$ cat src/sv/glyph_run_rectangle_renderer_defines.svh
// ----------------------------------------------------------------------------
// Glyph run rectangle renderer: assertion macros
// Shared concurrent check forms, clocked and reset-qualified.
// ----------------------------------------------------------------------------
`ifndef GLYPH_RUN_RECTANGLE_RENDERER_DEFINES_SVH
`define GLYPH_RUN_RECTANGLE_RENDERER_DEFINES_SVH

// same-cycle implication
`define GRR_ASSERT_IMP(label, clk, rst_n, ante, cons) \
    label: assert property (@(posedge clk) disable iff (!rst_n) (ante) |-> (cons)) \
        else $error("glyph renderer check failed");

// next-cycle implication
`define GRR_ASSERT_NXT(label, clk, rst_n, ante, cons) \
    label: assert property (@(posedge clk) disable iff (!rst_n) (ante) |=> (cons)) \
        else $error("glyph renderer check failed");

`endif

$ cat src/sv/grr_pkg.sv
// ----------------------------------------------------------------------------
// grr_pkg
// Types, glyph ROM, microprogram and helpers of the glyph run renderer.
// ----------------------------------------------------------------------------
`default_nettype none

package grr_pkg;

    localparam int GLYPH_WIDTH  = 5;
    localparam int GLYPH_HEIGHT = 7;
    localparam int ROM_ROWS     = 7;
    localparam int NUM_GLYPHS   = 3;
    localparam int PEN_STEP     = GLYPH_WIDTH + 1;

    localparam int COL_W = $clog2(GLYPH_WIDTH + 1);
    localparam int ROW_W = $clog2(GLYPH_HEIGHT + 1);

    localparam logic [7:0] CHAR_A = 8'h41;
    localparam logic [7:0] CHAR_M = 8'h4D;
    localparam logic [7:0] CHAR_P = 8'h50;

    typedef enum logic [1:0] {
        GLYPH_A    = 2'd0,
        GLYPH_M    = 2'd1,
        GLYPH_P    = 2'd2,
        GLYPH_NONE = 2'd3
    } glyph_t;

    localparam logic [7:0] GLYPH_ROM [NUM_GLYPHS][ROM_ROWS] = '{
        '{8'h0E, 8'h11, 8'h11, 8'h1F, 8'h11, 8'h11, 8'h11},
        '{8'h11, 8'h1B, 8'h15, 8'h15, 8'h11, 8'h11, 8'h11},
        '{8'h1E, 8'h11, 8'h11, 8'h1E, 8'h10, 8'h10, 8'h10}
    };

    typedef enum logic [1:0] {
        CFG_PIXEL_SCALE = 2'd0,
        CFG_LIT_COLOR   = 2'd1,
        CFG_UNLIT_COLOR = 2'd2
    } cfg_reg_t;

    typedef struct packed {
        logic [7:0]  char_code;
        logic        first_char;
        logic [15:0] start_x;
        logic [15:0] start_y;
    } in_word_t;

    typedef struct packed {
        logic [15:0] rect_x;
        logic [15:0] rect_y;
        logic [15:0] rect_width;
        logic [7:0]  rect_height;
        logic [15:0] rect_color;
        logic        bad_char;
        logic        last_of_char;
    } out_word_t;

    // ---- microcode ----
    typedef enum logic [2:0] {
        C_NONE     = 3'd0,
        C_ALWAYS   = 3'd1,
        C_NO_IN    = 3'd2,
        C_ABORTED  = 3'd3,
        C_BAD      = 3'd4,
        C_COL_MORE = 3'd5,
        C_ROW_MORE = 3'd6
    } cond_t;

    localparam int UC_DEPTH = 7;
    localparam int STEP_W   = $clog2(UC_DEPTH);

    localparam logic [STEP_W-1:0] STEP_WAIT  = STEP_W'(0);
    localparam logic [STEP_W-1:0] STEP_SKIP  = STEP_W'(1);
    localparam logic [STEP_W-1:0] STEP_CHECK = STEP_W'(2);
    localparam logic [STEP_W-1:0] STEP_RECT  = STEP_W'(3);
    localparam logic [STEP_W-1:0] STEP_ROW   = STEP_W'(4);
    localparam logic [STEP_W-1:0] STEP_PEN   = STEP_W'(5);
    localparam logic [STEP_W-1:0] STEP_ERR   = STEP_W'(6);

    typedef struct packed {
        logic              load;
        logic              emit_rect;
        logic              emit_err;
        logic              row_next;
        logic              pen_adv;
        cond_t             cond;
        logic [STEP_W-1:0] target;
    } ucode_t;

    // load rect err row pen  cond  target
    localparam ucode_t UCODE [UC_DEPTH] = '{
        '{1'b1, 1'b0, 1'b0, 1'b0, 1'b0, C_NO_IN,    STEP_WAIT},
        '{1'b0, 1'b0, 1'b0, 1'b0, 1'b0, C_ABORTED,  STEP_WAIT},
        '{1'b0, 1'b0, 1'b0, 1'b0, 1'b0, C_BAD,      STEP_ERR},
        '{1'b0, 1'b1, 1'b0, 1'b0, 1'b0, C_COL_MORE, STEP_RECT},
        '{1'b0, 1'b0, 1'b0, 1'b1, 1'b0, C_ROW_MORE, STEP_RECT},
        '{1'b0, 1'b0, 1'b0, 1'b0, 1'b1, C_ALWAYS,   STEP_WAIT},
        '{1'b0, 1'b0, 1'b1, 1'b0, 1'b0, C_ALWAYS,   STEP_WAIT}
    };

    // gated control from sequencer to datapath
    typedef struct packed {
        logic load;
        logic emit_rect;
        logic emit_err;
        logic row_next;
        logic pen_adv;
    } ctrl_t;

    // datapath flags tested by jumps and by the emit hold
    typedef struct packed {
        logic aborted;
        logic bad;
        logic col_more;
        logic row_more;
        logic out_busy;
    } stat_t;

    function automatic glyph_t glyph_lookup(input logic [7:0] code);
        glyph_t g;
        case (code)
            CHAR_A:  g = GLYPH_A;
            CHAR_M:  g = GLYPH_M;
            CHAR_P:  g = GLYPH_P;
            default: g = GLYPH_NONE;
        endcase
        return g;
    endfunction

    // pixel row, column 0 in bit 0; rows past the ROM read clear
    function automatic logic [GLYPH_WIDTH-1:0] glyph_pixels(input glyph_t g,
                                                           input logic [ROW_W-1:0] row);
        logic [7:0]             bits;
        logic [GLYPH_WIDTH-1:0] pix;
        bits = 8'h00;
        for (int gi = 0; gi < NUM_GLYPHS; gi++) begin
            for (int r = 0; r < ROM_ROWS; r++) begin
                if (g == glyph_t'(gi) && row == ROW_W'(r)) begin
                    bits = GLYPH_ROM[gi][r];
                end
            end
        end
        for (int c = 0; c < GLYPH_WIDTH; c++) begin
            pix[c] = bits[GLYPH_WIDTH-1-c];
        end
        return pix;
    endfunction

    function automatic logic pixel_at(input logic [GLYPH_WIDTH-1:0] pix,
                                      input logic [COL_W-1:0] col);
        logic lit;
        lit = 1'b0;
        for (int c = 0; c < GLYPH_WIDTH; c++) begin
            if (col == COL_W'(c)) begin
                lit = pix[c];
            end
        end
        return lit;
    endfunction

    // length of the run of equal pixels that starts at col
    function automatic logic [COL_W-1:0] run_length(input logic [GLYPH_WIDTH-1:0] pix,
                                                    input logic [COL_W-1:0] col);
        logic             lit;
        logic             going;
        logic [COL_W-1:0] run;
        lit   = pixel_at(pix, col);
        going = 1'b1;
        run   = '0;
        for (int c = 0; c < GLYPH_WIDTH; c++) begin
            if (COL_W'(c) >= col && going) begin
                if (pix[c] == lit) begin
                    run = run + COL_W'(1);
                end else begin
                    going = 1'b0;
                end
            end
        end
        return run;
    endfunction

endpackage

`default_nettype wire

$ cat src/sv/grr_sequencer.sv
// ----------------------------------------------------------------------------
// grr_sequencer
// Step counter over the microprogram ROM with conditional jumps.
// ----------------------------------------------------------------------------
`default_nettype none

module grr_sequencer (
    input  wire               clk,
    input  wire               rst_n,
    input  wire               in_valid,
    output logic              in_stall,
    input  grr_pkg::stat_t    stat,
    output grr_pkg::ctrl_t    ctrl
);

    logic [grr_pkg::STEP_W-1:0] step_reg;
    logic [grr_pkg::STEP_W-1:0] step_next;
    grr_pkg::ucode_t            uc;
    logic                       hold;
    logic                       jump;

    assign uc = grr_pkg::UCODE[step_reg];

    // an emitting step waits for the output register to free up
    assign hold = (uc.emit_rect || uc.emit_err) && stat.out_busy;

    always_comb
    begin
        case (uc.cond)
            grr_pkg::C_NONE:     jump = 1'b0;
            grr_pkg::C_ALWAYS:   jump = 1'b1;
            grr_pkg::C_NO_IN:    jump = !in_valid;
            grr_pkg::C_ABORTED:  jump = stat.aborted;
            grr_pkg::C_BAD:      jump = stat.bad;
            grr_pkg::C_COL_MORE: jump = stat.col_more;
            grr_pkg::C_ROW_MORE: jump = stat.row_more;
            default:             jump = 1'b0;
        endcase
    end

    always_comb
    begin
        if (hold)
        begin
            step_next = step_reg;
        end
        else if (jump)
        begin
            step_next = uc.target;
        end
        else
        begin
            step_next = step_reg + grr_pkg::STEP_W'(1);
        end
    end

    always_comb
    begin
        in_stall       = !uc.load;
        ctrl.load      = uc.load && in_valid;
        ctrl.emit_rect = uc.emit_rect && !stat.out_busy;
        ctrl.emit_err  = uc.emit_err && !stat.out_busy;
        ctrl.row_next  = uc.row_next;
        ctrl.pen_adv   = uc.pen_adv;
    end

    always_ff @(posedge clk or negedge rst_n)
    begin
        if (!rst_n)
        begin
            step_reg <= grr_pkg::STEP_WAIT;
        end
        else
        begin
            step_reg <= step_next;
        end
    end

endmodule

`default_nettype wire

$ cat src/sv/grr_datapath.sv
// ----------------------------------------------------------------------------
// grr_datapath
// Config registers, pen and run walk state, rectangle math, output register.
// ----------------------------------------------------------------------------
`default_nettype none
`include "glyph_run_rectangle_renderer_defines.svh"

module grr_datapath (
    input  wire                  clk,
    input  wire                  rst_n,
    input  wire                  cfg_we,
    input  wire  [1:0]           cfg_index,
    input  wire  [15:0]          cfg_data,
    input  grr_pkg::in_word_t    in_word,
    input  grr_pkg::ctrl_t       ctrl,
    output grr_pkg::stat_t       stat,
    output logic                 out_valid,
    input  wire                  out_stall,
    output grr_pkg::out_word_t   out_word
);

    localparam int COL_W = grr_pkg::COL_W;
    localparam int ROW_W = grr_pkg::ROW_W;

    // control state
    logic [7:0]          scale_reg, scale_next;
    logic [15:0]         lit_reg, lit_next;
    logic [15:0]         unlit_reg, unlit_next;
    logic [15:0]         pen_reg, pen_next;
    logic                aborted_reg, aborted_next;
    logic                out_valid_reg, out_valid_next;
    logic [COL_W-1:0]    col_reg, col_next;
    logic [ROW_W-1:0]    row_reg, row_next;

    // payload
    logic                bad_reg, bad_next;
    grr_pkg::glyph_t     glyph_reg, glyph_next;
    logic [15:0]         x_acc_reg, x_acc_next;
    logic [15:0]         y_acc_reg, y_acc_next;
    grr_pkg::out_word_t  out_word_reg, out_word_next;

    logic [grr_pkg::GLYPH_WIDTH-1:0] pix;
    logic                            lit;
    logic [COL_W-1:0]                run;
    logic [COL_W-1:0]                col_end;
    logic [15:0]                     width;
    logic [15:0]                     pen_eff;
    logic                            col_more;
    logic                            row_more;
    grr_pkg::glyph_t                 glyph_in;

    assign pix      = grr_pkg::glyph_pixels(glyph_reg, row_reg);
    assign lit      = grr_pkg::pixel_at(pix, col_reg);
    assign run      = grr_pkg::run_length(pix, col_reg);
    assign col_end  = col_reg + run;
    assign width    = 16'(run) * 16'(scale_reg);
    assign col_more = col_end < COL_W'(grr_pkg::GLYPH_WIDTH);
    assign row_more = row_reg < ROW_W'(grr_pkg::GLYPH_HEIGHT - 1);
    assign pen_eff  = in_word.first_char ? in_word.start_x : pen_reg;
    assign glyph_in = grr_pkg::glyph_lookup(in_word.char_code);

    always_comb
    begin
        stat.aborted  = aborted_reg;
        stat.bad      = bad_reg;
        stat.col_more = col_more;
        stat.row_more = row_more;
        stat.out_busy = out_valid_reg && out_stall;
    end

    always_comb
    begin
        scale_next     = scale_reg;
        lit_next       = lit_reg;
        unlit_next     = unlit_reg;
        pen_next       = pen_reg;
        aborted_next   = aborted_reg;
        col_next       = col_reg;
        row_next       = row_reg;
        bad_next       = bad_reg;
        glyph_next     = glyph_reg;
        x_acc_next     = x_acc_reg;
        y_acc_next     = y_acc_reg;
        out_word_next  = out_word_reg;
        out_valid_next = out_valid_reg && out_stall;

        if (cfg_we)
        begin
            case (cfg_index)
                grr_pkg::CFG_PIXEL_SCALE: scale_next = cfg_data[7:0];
                grr_pkg::CFG_LIT_COLOR:   lit_next   = cfg_data;
                grr_pkg::CFG_UNLIT_COLOR: unlit_next = cfg_data;
                default:                  ;
            endcase
        end

        if (ctrl.load)
        begin
            pen_next     = pen_eff;
            aborted_next = in_word.first_char ? 1'b0 : aborted_reg;
            glyph_next   = glyph_in;
            bad_next     = (glyph_in == grr_pkg::GLYPH_NONE) || (scale_reg == 8'd0);
            x_acc_next   = pen_eff;
            y_acc_next   = in_word.start_y;
            col_next     = '0;
            row_next     = '0;
        end

        if (ctrl.emit_rect)
        begin
            out_valid_next             = 1'b1;
            out_word_next.rect_x       = x_acc_reg;
            out_word_next.rect_y       = y_acc_reg;
            out_word_next.rect_width   = width;
            out_word_next.rect_height  = scale_reg;
            out_word_next.rect_color   = lit ? lit_reg : unlit_reg;
            out_word_next.bad_char     = 1'b0;
            out_word_next.last_of_char = !col_more && !row_more;
            x_acc_next                 = x_acc_reg + width;
            col_next                   = col_end;
        end

        if (ctrl.emit_err)
        begin
            out_valid_next             = 1'b1;
            out_word_next              = '0;
            out_word_next.bad_char     = 1'b1;
            out_word_next.last_of_char = 1'b1;
            aborted_next               = 1'b1;
        end

        if (ctrl.row_next)
        begin
            row_next   = row_reg + ROW_W'(1);
            col_next   = '0;
            x_acc_next = pen_reg;
            y_acc_next = y_acc_reg + 16'(scale_reg);
        end

        if (ctrl.pen_adv)
        begin
            pen_next = pen_reg + 16'(grr_pkg::PEN_STEP) * 16'(scale_reg);
        end
    end

    always_ff @(posedge clk or negedge rst_n)
    begin
        if (!rst_n)
        begin
            scale_reg     <= 8'd1;
            lit_reg       <= 16'hFFFF;
            unlit_reg     <= 16'h0000;
            pen_reg       <= 16'h0000;
            aborted_reg   <= 1'b0;
            out_valid_reg <= 1'b0;
            col_reg       <= '0;
            row_reg       <= '0;
        end
        else
        begin
            scale_reg     <= scale_next;
            lit_reg       <= lit_next;
            unlit_reg     <= unlit_next;
            pen_reg       <= pen_next;
            aborted_reg   <= aborted_next;
            out_valid_reg <= out_valid_next;
            col_reg       <= col_next;
            row_reg       <= row_next;
        end
    end

    always_ff @(posedge clk)
    begin
        bad_reg      <= bad_next;
        glyph_reg    <= glyph_next;
        x_acc_reg    <= x_acc_next;
        y_acc_reg    <= y_acc_next;
        out_word_reg <= out_word_next;
    end

    assign out_valid = out_valid_reg;
    assign out_word  = out_word_reg;

    // column sits one past the glyph between the last run and the row turn
    `GRR_ASSERT_IMP(a_col_in_glyph, clk, rst_n, 1'b1, col_reg <= COL_W'(grr_pkg::GLYPH_WIDTH))
    `GRR_ASSERT_IMP(a_rect_nonempty, clk, rst_n, out_valid_reg && !out_word_reg.bad_char,
                    out_word_reg.rect_width != 16'd0 && out_word_reg.rect_height != 8'd0)
    `GRR_ASSERT_NXT(a_err_aborts, clk, rst_n, ctrl.emit_err,
                    aborted_reg && out_valid_reg && out_word_reg.bad_char
                    && out_word_reg.last_of_char)
    `GRR_ASSERT_IMP(a_no_emit_busy, clk, rst_n, out_valid_reg && out_stall,
                    !ctrl.emit_rect && !ctrl.emit_err)

endmodule

`default_nettype wire

$ cat src/sv/glyph_run_rectangle_renderer.sv
// ----------------------------------------------------------------------------
// glyph_run_rectangle_renderer
// Draws A, M and P from a 5x7 font as filled rectangles, one per pixel run.
// ----------------------------------------------------------------------------
// Usage:
//   Input channel (in_valid / in_stall / in_word) takes one character word.
//   The block takes a new word only while its sequencer sits in the wait step.
//   Output channel (out_valid / out_stall / out_word) gives one rectangle word
//   per run of equal pixels in a glyph row, left column first, top row first;
//   last_of_char marks the final word of a character.
//   Config port (cfg_we / cfg_index / cfg_data) writes scale and colors;
//   write only while idle. Unused indexes are ignored.
//   With no output stall the block gives one rectangle per cycle within a row.
//   After accept it passes the skip and check steps before the first
//   rectangle; each row ends in a row-turn step and each character in a pen
//   step. An unknown character or zero scale gives one error word from the
//   error step after the check step; a character of an aborted text is dropped
//   at the skip step. The step rate is set by the microprogram walk.
//   A stalled output holds its word; the sequencer waits on the emitting step.
//   Reset: scale 1, lit 0xFFFF, unlit 0, pen 0, no text aborted, output empty.
// ----------------------------------------------------------------------------
`default_nettype none

module glyph_run_rectangle_renderer (
    input  wire                  clk,
    input  wire                  rst_n,
    input  wire                  cfg_we,
    input  wire  [1:0]           cfg_index,
    input  wire  [15:0]          cfg_data,
    input  wire                  in_valid,
    output logic                 in_stall,
    input  grr_pkg::in_word_t    in_word,
    output logic                 out_valid,
    input  wire                  out_stall,
    output grr_pkg::out_word_t   out_word
);

    grr_pkg::ctrl_t ctrl;
    grr_pkg::stat_t stat;

    grr_sequencer u_seq (
        .clk      (clk),
        .rst_n    (rst_n),
        .in_valid (in_valid),
        .in_stall (in_stall),
        .stat     (stat),
        .ctrl     (ctrl)
    );

    grr_datapath u_dp (
        .clk       (clk),
        .rst_n     (rst_n),
        .cfg_we    (cfg_we),
        .cfg_index (cfg_index),
        .cfg_data  (cfg_data),
        .in_word   (in_word),
        .ctrl      (ctrl),
        .stat      (stat),
        .out_valid (out_valid),
        .out_stall (out_stall),
        .out_word  (out_word)
    );

endmodule

`default_nettype wire
$ cat config.mk
export PLATFORM = sky130hd
export DESIGN_NAME = glyph_run_rectangle_renderer
export DESIGN_NICKNAME = d
export VERILOG_FILES = /design/src/sv/grr_pkg.sv /design/src/sv/grr_sequencer.sv /design/src/sv/grr_datapath.sv /design/src/sv/glyph_run_rectangle_renderer.sv
export VERILOG_INCLUDE_DIRS = /design/src /design/src/sv
export SDC_FILE = /design/constraint.sdc
export NUM_CORES = 1
export LEC_CHECK = 0
export BUFFER_PORTS_ARGS = -buffer_cell sky130_fd_sc_hd__buf_2
export CAP_MARGIN = 40
export CORE_ASPECT_RATIO = 0.75
export CORE_UTILIZATION = 45
export DETAILED_ROUTE_END_ITERATION = 12
export PLACE_DENSITY = 0.62
export REMOVE_ABC_BUFFERS = 1
export SLEW_MARGIN = 40
export SYNTH_ARGS = -nofsm -noshare
export SYNTH_HDL_FRONTEND = slang
export SYNTH_HIERARCHICAL = 1
export SYNTH_SLANG_ARGS = --single-unit
$ cat constraint.sdc
create_clock -name clk -period 11.8 [get_ports clk]
set_input_delay 2.36 -clock clk [delete_from_list [all_inputs] [get_ports clk]]
set_output_delay 2.36 -clock clk [all_outputs]
set_load 0.02 [all_outputs]
## Word level (Yosys, flattened, before mapping)

Memories as Yosys holds them, arrays and structs flattened.
Index checks and enable logic that the tools add are counted.

| word-level totals | value |
|---|---|
| bits in latches | 0 |
| bits of input ports | 64 |
| register bits after elaboration | 171 |
| bits in read-only memories | 88 |
| memories | 1 |
| output and inout port bits | 76 |
| logic and storage cells | 189 |
| memory bits (writable) | 0 |

| operators by class | value |
|---|---|
| bitwise logic cells | 1 |
| reductions and logical operators | 52 |
| shift-type cells | 0 |
| equal/unequal tests | 29 |
| $mul | 2 |
| $add $sub $neg | 10 |
| mux-type cells | 66 |
| div/mod/pow operators | 0 |
| $lt $le $gt $ge | 8 |

Memory list:

| name | depth | width | rd ports | clocked after memory_dff | wr ports | RTL line | RTL |
|---|---|---|---|---|---|---|---|
| (name not given) | 8 | 11 | 1 | 0 | 0 | grr_sequencer.sv:22 | `assign uc = grr_pkg::UCODE[step_reg];` |

Operator list:

| kind | number |
|---|---|
| $mux W16 | 8 |
| $mux W5 | 20 |
| $mux W3 | 14 |
| $add A16 B11 Y16 | 2 |
| $logic_and A1 B1 Y1 | 31 |
| $eq A8 B7 Y1 const B | 3 |
| $mux W11 | 2 |
| $eq A3 B3 Y1 const B | 7 |
| $mux W1 | 19 |
| $add A3 B1 Y3 const B | 6 |
| $eq A3 B2 Y1 const B | 6 |
| $add A16 B8 Y16 | 1 |
| $mul A3 B8 Y11 | 1 |
| $mul A2 B8 Y10 const A | 1 |
| $eq A3 B1 Y1 const B | 3 |
| $logic_not A8 Y1 | 1 |
| $reduce_and A2 Y1 | 4 |
| $reduce_bool A2 Y1 | 4 |
| $eq A2 B2 Y1 const B | 3 |
| $ge A1 B3 Y1 const A | 2 |
| $ge A2 B3 Y1 const A | 2 |
| $logic_not A3 Y1 | 2 |
| $lt A3 B3 Y1 const B | 2 |
| $pmux W1 S6 | 1 |
| other kinds (12) | 23 |

## Logic depth before layout (Yosys ltp)

Gate-level depths: netlist of run 1.

| depth | value |
|---|---|
| depth in word-level cells | 47 |
| mapped depth | 40 |
| gate-level depth less buffers | 38 |

## Modules after synthesis

Netlist of run 1, hierarchy kept.

By module, submodules not included:

| module | area an instance (µm²) | times used | seq. area each (µm²) | cells each |
|---|---|---|---|---|
| grr_datapath | 10092.2 | 1 | 4055.1 | 1022 |
| grr_sequencer | 395.4 | 1 | 75.1 | 44 |

## Worst setup path before layout of run 1

OpenSTA, ideal clock, no wires.

| path | value |
|---|---|
| path kind | register to register |
| from | register u_dp.row_reg[0] |
| to | register u_dp.x_acc_reg[12], data pin |
| slack | 3.516 ns |
| path buffers | 1 |
| required time | 11.522 ns |
| cell stages (with the launch flop) | 37 |
| arrival | 8.007 ns |
| clock period less this slack | 8.284 ns |
| setup time | 0.278 ns |
| path through | dfrtp_1 ha_1 ha_1 buf_2 o311a_1 nor3_1 mux2i_1 mux2_2 a21oi_1 ha_1 nor3b_1 ha_1 mux2_4 ha_1 mux2_2 ha_1 o31ai_1 mux2i_1 xor2_1 a22oi_2 xnor2_1 and2_1 fa_1 ha_1 fa_1 a21oi_1 nor2_1 nor2_1 o21bai_1 a21oi_1 o21bai_1 a21o_1 ha_1 nand2_1 o31ai_1 mux2i_1 a211oi_1 |

| between the ends | value |
|---|---|
| cells in the longest elaborated chain, start to end | 46 |
| elaborated cells between the ends (all ways) | 89 |
| those cells by class | add/sub: 5; mul: 1; eq/ne: 11; mux: 46; reduce/logical: 26 |

Ends and longest elaborated chain:

| element | RTL line | RTL |
|---|---|---|
| from (decl) | grr_datapath.sv:33 | `logic [ROW_W-1:0] row_reg, row_next;` |
| from (signal assigned) | grr_datapath.sv:168 | `row_reg <= row_next;` |
| $eq A3 B1 Y1 or $logic_not A3 Y1 (tied branches) | grr_pkg.sv:138 | `if (g == glyph_t'(gi) && row == ROW_W'(r)) begin` |
| $logic_and A1 B1 Y1 | grr_pkg.sv:138 |  |
| $mux W5 or $mux W4 (tied branches) | grr_pkg.sv:138 |  |
| $mux W5 (18 in series) | grr_pkg.sv:138 |  |
| $mux W5 (*) | grr_pkg.sv:138 |  |
| $mux W1 or $mux W5 (tied branches) | grr_pkg.sv:154, grr_pkg.sv:138 |  |
| $mux W1 (4 in series) | grr_pkg.sv:154 | `if (col == COL_W'(c)) begin` |
| $eq A1 B1 Y1 | grr_pkg.sv:172 | `if (pix[c] == lit) begin` |
| [... 12 more ...] | - |  |
| $mux W3 | grr_pkg.sv:172 |  |
| $mux W3 (*) | grr_pkg.sv:171 | `if (COL_W'(c) >= col && going) begin` |
| $mul A3 B8 Y11 (*) | grr_datapath.sv:56 | `assign width = 16'(run) * 16'(scale_reg);` |
| net u_dp.width[10] | grr_datapath.sv:46 | `logic [15:0] width;` |
| $add A16 B11 Y16 (*) | grr_datapath.sv:119 | `x_acc_next = x_acc_reg + width;` |
| $mux W16 (*) | grr_datapath.sv:109 | `if (ctrl.emit_rect)` |
| $mux W16 (*) | grr_datapath.sv:132 | `if (ctrl.row_next)` |
| net u_dp.x_acc_next[12] | grr_datapath.sv:38 | `logic [15:0] x_acc_reg, x_acc_next;` |
| to (signal assigned) | grr_datapath.sv:176 | `x_acc_reg <= x_acc_next;` |
| to (decl) | grr_datapath.sv:38 |  |

Mark *: on every way through the listed nets, which the timed path passes. The rest lies on a longest branch.
A chain may end at the register's enable or synchronous reset.

## Final worst setup path of run 1

| path | value |
|---|---|
| from | register u_dp.row_reg[0] |
| to | register u_dp.x_acc_reg[14], data pin |

The elaborated chain is that of the path after synthesis.

==> results.cfg, run 1 <==
[logic_synthesis]
synth_top_family_by_area = compound AO/OA/AOI/OAI gates
yosys-mux-area-fraction_pct = 12.7
synthArstFlopShare_pct = 39.2
syn_area_sq_um = 10500
synth_top_flop_cell = dfxtp_1
seq_area_frac_synth_pct = 39.4
synth-xor-area-share_pct = 4.46
synth-compound-area-share_pct = 15.9
ys_warn_count = 6
postSynthCellCount = 1066
synth-seq-cells = 171
synth-adder-area-share_pct = 10.3
synth_cell_types = 76
synth-simple-area-share_pct = 12.5
avgSynthCellArea_sq_um = 9.84
synth_edf_count = 35

[floorplanning]
fp.dieW_um = 178
core_sq_um = 22500
start_util_pct = 46.7
rows = 47
die_h_um = 134
ios = 140
die-area_sq_um = 23900

[timing]
final-max-slew-violation-count = 0
worst_slack_ns = 2.76
final_hold_viol_count = 0
max_freq_mhz = 111
min_period_over_period_pct = 76.6
setup-violations-final = 0
relSlewSlack_pct = 48.3
fin_worst_skew_ns = 0.0141
tightest_slew_ns = 0.774
finalSetupTns_ns = 0
rsz0062_at_grt = no
period_needed_ns = 9.04

[drt]
drtIter0Drc = 515
vias = 8162
routedWlPerCell_um = 17.3
wl_um = 25800
final_antenna_net_count = 0
drc = 0
drtPass1Iterations = 5
drt-vias-per-instance = 5.48

[clocking]
ctsLongestPathBuffers = 2
worstSkewPairLatency_ns = 0.44
cts_setup_buffers = 0
htreeDepth = 4
clkTransAtPathRegs_ns = 0.07
post_cts_resized = 0
cts.hold.buffers_added = 0
cts_sinks = 171
cts_tree = done
cts_root_buf = clkbuf_16
cts_made_buffers = 17

[final_layout]
final_area_sq_um = 12000
largest_reg_flops = 69
final_cell_mix = buf_2 (134), nor2_1 (101), mux2i_1 (83)
fillers = 2065
regArea_sq_um = 4130
drive_above_1_share_pct = 22.3
area_growth_pct = 14.8
instances_no_fill = 1490
nNetsFinal = 1324
multi_input_comb_area_sq_um = 5890
mostFrequentLayoutCell = buf_2

[setup_path]
path_class = reg -> reg
critical_path_required_ns = 11.95
slowest_delay_ns = 0.57
crit_arrival_ns = 9.19
crit_path_frequent_cell = ha_1
critPathLaunchType = register
crit_slowest_cell = nor3b_1
cp-end-kind = register
path_max_fanout = 8

[place]
dp_slack_ns = 2.78
io_buffers = 134
gp_congestion = 0.849
place_area_sq_um = 11400
dp.cells = 1455
dp_hpwl_um = 18400

[global_routing]
overflow = 0
grt_pass1_vias = 7728
antenna_found_initial = 1
grt_max_degree = 68
grt.total_usage_pct = 22.2
grt_pass1_wl_um = 41200

[worst_hold_path]
worstHoldPathType = reg -> reg

[status]
status = finished clean

[flow_run]
maxCapViolCount = 0
per-layer routing:
metal	GRT usage (%)	part of all wire, %
met5	0	0
met4	5.65	1.0
met3	4.62	5.5
met2	32.8	43
met1	32.8	50
cells in the mapped netlist, types with 32 or more instances:
library cell,number,area (sq um)
dfxtp_1,69,1380
inv_1,63,236
nand2_1,71,267
mux2_2,42,473
nor2_1,101,379
a21oi_1,62,310
ha_1,67,838
mux2i_1,83,831
xnor2_1,32,280
clkbuf_1,32,120
edfxtp_1,35,1050
dfrtp_1,50,1250
o21ai_0,37,185
worst max-delay path: cells and delay by family, from the launching register on:
| family | cells | cell delay (ns) |
|---|---|---|
| AOI/OAI and AO/OA | 13 | 2.31 |
| and+or+nand+nor | 6 | 1.35 |
| muxes | 5 | 1.16 |
| xor gates and xnor gates | 2 | 0.69 |
| DFF | 1 | 0.44 |
| adders and majority gates | 9 | 2.70 |
| buffers and inverters | 1 | 0.09 |
layout make-up:
class	count	share of cell area, %
diodes	2	0.0416
clock buffers	20	3.97
clock inverters	12	1.22
inverters	64	2.00
multi-input cells	779	48.9
flip-flops and latches	171	34.3
well taps	294	3.06
repair buffers	148	6.51
per-stage QoR:
step	hold slack, ns	util, %
after detailed placement	0.451	50.7
after global placement	0.441	50.7
final	0.469	53.6
after global routing	0.509	53.6
after CTS	0.474	53.5
after floorplan	0.468	-
final timing paths:
kind                                  start  cells after the start                  to  slack [ns]
setup / recovery            u_dp/row_reg[0]                     36  u_dp/x_acc_reg[14]        2.76
hold / removal             u_dp/out_word[1]                      1    u_dp/out_word[1]        0.47
setup reg to reg            u_dp/row_reg[0]                     36  u_dp/x_acc_reg[14]        2.76
hold reg to reg            u_dp/out_word[1]                      1    u_dp/out_word[1]        0.47
max in group asynchronous             rst_n                      2     u_dp/row_reg[2]        9.30
min in group asynchronous             rst_n                      2  u_dp/unlit_reg[12]        2.02
kinds of logic after synthesis:
family,count (synthesis)
AND/OR/NAND/NOR,278
AO/OA/AOI/OAI,244
flip-flops,171
multiplexers,127
buffers and inverters,120
adder cells (fa/ha/maj),79
XOR/XNOR,46
other,1
Power of run 1 is not shown: default switching activity piles up to over one toggle a cycle in this logic, so the estimate is an artifact.
==> run 2: changes to the inputs <==
Settings changed: ABC_AREA set to 1.
Clock period 11.8 ns to 9 ns, I/O delays scaled along.
==> run 2 against run 1 <==
Compared with the run above: utilization grew 0.13 points; cell area down 4.2%; via count increased by 4.9%; area after synthesis down 4.5%; clock skew rose by 0.0018 ns; global-route usage rose by 0.45 points; worst setup slack worse by 1.9 ns; worst hold slack got worse by 0.016 ns; non-clock buffer count is 7 lower; final cell count is 13% higher; synthesized cell count is 19% higher; die area decreased by 4.5%.
==> results.cfg, run 2 <==
[status]
status = finished clean

[logic_synthesis]
synth_top_flop_cell = dfxtp_1
synth_edf_count = 35
syn_area_sq_um = 10000
synth.top_cells.by_area = dfxtp_1 (14%), dfrtp_1 (12%), nand2_1 (11%), edfxtp_1 (10%), ha_1 (8.4%)
synth_common_cells = nand2_1 (293), inv_1 (174), o21ai_0 (161)
postSynthCellCount = 1265
synth_top_area_share_pct = 13.8
seq_area_frac_synth_pct = 41.3
yosys.area.top_type = dfxtp_1
synth-seq-cells = 171
ys_warn_count = 6
synth_cell_types = 49
yosysMostFrequentCell = nand2_1
avgSynthCellArea_sq_um = 7.91
synthArstFlopShare_pct = 39.2

[flow_run]
maxCapViolCount = 0

[setup_path]
rr_worst_depth = 50
path_max_fanout = 21
slowest_delay_ns = 0.49
critical_path_required_ns = 9.17
reg2reg_slack_ns = 0.91
timing.rr.end = u_dp/x_acc_reg[14]
critPathLaunchType = register
path_class = reg -> reg
crit_path_frequent_cell = nand2_1
reg2reg_from = u_dp/row_reg[0]
cp-end-kind = register
crit_arrival_ns = 8.26
crit_slowest_cell = fa_1

[timing]
rsz0062_at_grt = no
relSlewSlack_pct = 51.5
final-max-slew-violation-count = 0
finalSetupTns_ns = 0
fin_worst_skew_ns = 0.0159
max_freq_mhz = 124
setup-violations-final = 0
timing.hold.ws_ns = 0.453
tightest_slew_ns = 0.728
min_period_over_period_pct = 89.9
final_hold_viol_count = 0
period_needed_ns = 8.09

[global_routing]
antenna_found_initial = 0
overflow = 0
grt_max_degree = 68
grt_pass1_wl_um = 41400
grt.total_usage_pct = 22.7
grt_pass1_vias = 8080

[clocking]
ctsLongestPathBuffers = 2
cts_sinks = 171
worstSkewPairLatency_ns = 0.44
htreeDepth = 4
cts_tree = done
cts_root_buf = clkbuf_16
cts_made_buffers = 17
clkTransAtPathRegs_ns = 0.07

[drt]
drtPass1Iterations = 5
drt-vias-per-instance = 5.08
drtIter0Drc = 648
vias = 8558
final_antenna_net_count = 0
routedWlPerCell_um = 14.9
wl_um = 25000
drc = 0

[final_layout]
final_area_sq_um = 11500
regArea_sq_um = 4130
num_antenna_cells = 0
largest_reg_flops = 69
fillers = 2014
nNetsFinal = 1526
multi_input_comb_area_sq_um = 5010
area_growth_pct = 15.2
drive_above_1_share_pct = 16.8
mostFrequentLayoutCell = nand2_1
final_cell_mix = nand2_1 (292), inv_1 (173), o21ai_0 (161)

[place]
dp_hpwl_um = 18200
gp_congestion = 0.891
io_buffers = 134
place_area_sq_um = 10900

[worst_hold_path]
min_to = u_dp/out_word[35]
worstHoldPathType = reg -> reg
min_from = u_dp/out_word[35]
min_path_cells = 2

[floorplanning]
die_h_um = 131
core_sq_um = 21500
ios = 140
start_util_pct = 46.6
die-area_sq_um = 22900
rows = 46
fp.dieW_um = 174
==> run 2: worst max-delay path by stage <==
stage                    startpoint            endpoint  slack, ns  cells after the start
CTS                 u_dp/row_reg[0]  u_dp/x_acc_reg[15]       0.81                     50
finish              u_dp/row_reg[0]  u_dp/x_acc_reg[14]       0.91                     50
global route        u_dp/row_reg[0]  u_dp/x_acc_reg[15]      0.006                     55
floorplan           u_dp/row_reg[0]  u_dp/x_acc_reg[15]       1.67                     50
global placement    u_dp/row_reg[0]  u_dp/x_acc_reg[15]       0.99                     50
detailed placement  u_dp/row_reg[0]  u_dp/x_acc_reg[15]       0.83                     50
==> run 2: per-layer routing <==
| metal | share of wire (%) | track usage, % | vias up |
|---|---|---|---|
| li1 | - | - | 4368 |
| met1 | 52 | 33.7 | 3939 |
| met2 | 42 | 33.4 | 225 |
| met3 | 4.9 | 4.11 | 26 |
| met4 | 1.7 | 6.34 | 0 |
| met5 | 0 | 0 | - |
==> run 2: worst max-delay path, delay by kind of cell (launching register included) <==
kind / cells / cell delay, ns
flip-flops: 1 / 0.41
buffers and inverters: 8 / 0.56
adder cells (fa/ha/maj): 9 / 2.84
AND/OR/NAND/NOR: 20 / 2.12
AO/OA/AOI/OAI: 13 / 1.92
==> run 2: per-stage QoR <==
step | instances | worst slack, ns | utilization, %
detailed placement | 1651 | 0.830 | 50.8
CTS | 1683 | 0.808 | 53.6
floorplan | 1223 | 1.67 | -
global placement | 1651 | 0.986 | 50.8
finish | 1684 | 0.908 | 53.7
global route | 1684 | 0.00556 | 53.7
==> run 2: cell families (layout without fill, tap and decap cells) <==
| group | count (synthesis) | count (layout) | share of synthesized area, % |
|---|---|---|---|
| flip-flops | 171 | 171 | 41.3 |
| buffers and inverters | 232 | 359 | 9.20 |
| AO/OA/AOI/OAI | 280 | 280 | 16.2 |
| other | 1 | 5 | 0.0375 |
| adder cells (fa/ha/maj) | 79 | 79 | 10.8 |
| AND/OR/NAND/NOR | 472 | 472 | 19.8 |
| multiplexers | 1 | 1 | 0.100 |
| XOR/XNOR | 29 | 29 | 2.61 |
==> run 2: area by class of cell <==
type	count	share of cell area [%]
inverters	186	6.10
clock inverters	14	1.29
flip-flops and latches	171	35.8
repair buffers	141	6.34
multi-input cells	866	43.4
well taps	288	3.12
clock buffers	18	3.91
==> run 2: timing repair <==
item                       in CTS  in global routing
setup endpoints to repair       0                  4
hold buffers                    0                  0
buffers inserted                0                  0
gates resized for setup         0                  4
Power of run 2 is left out for the same reason.
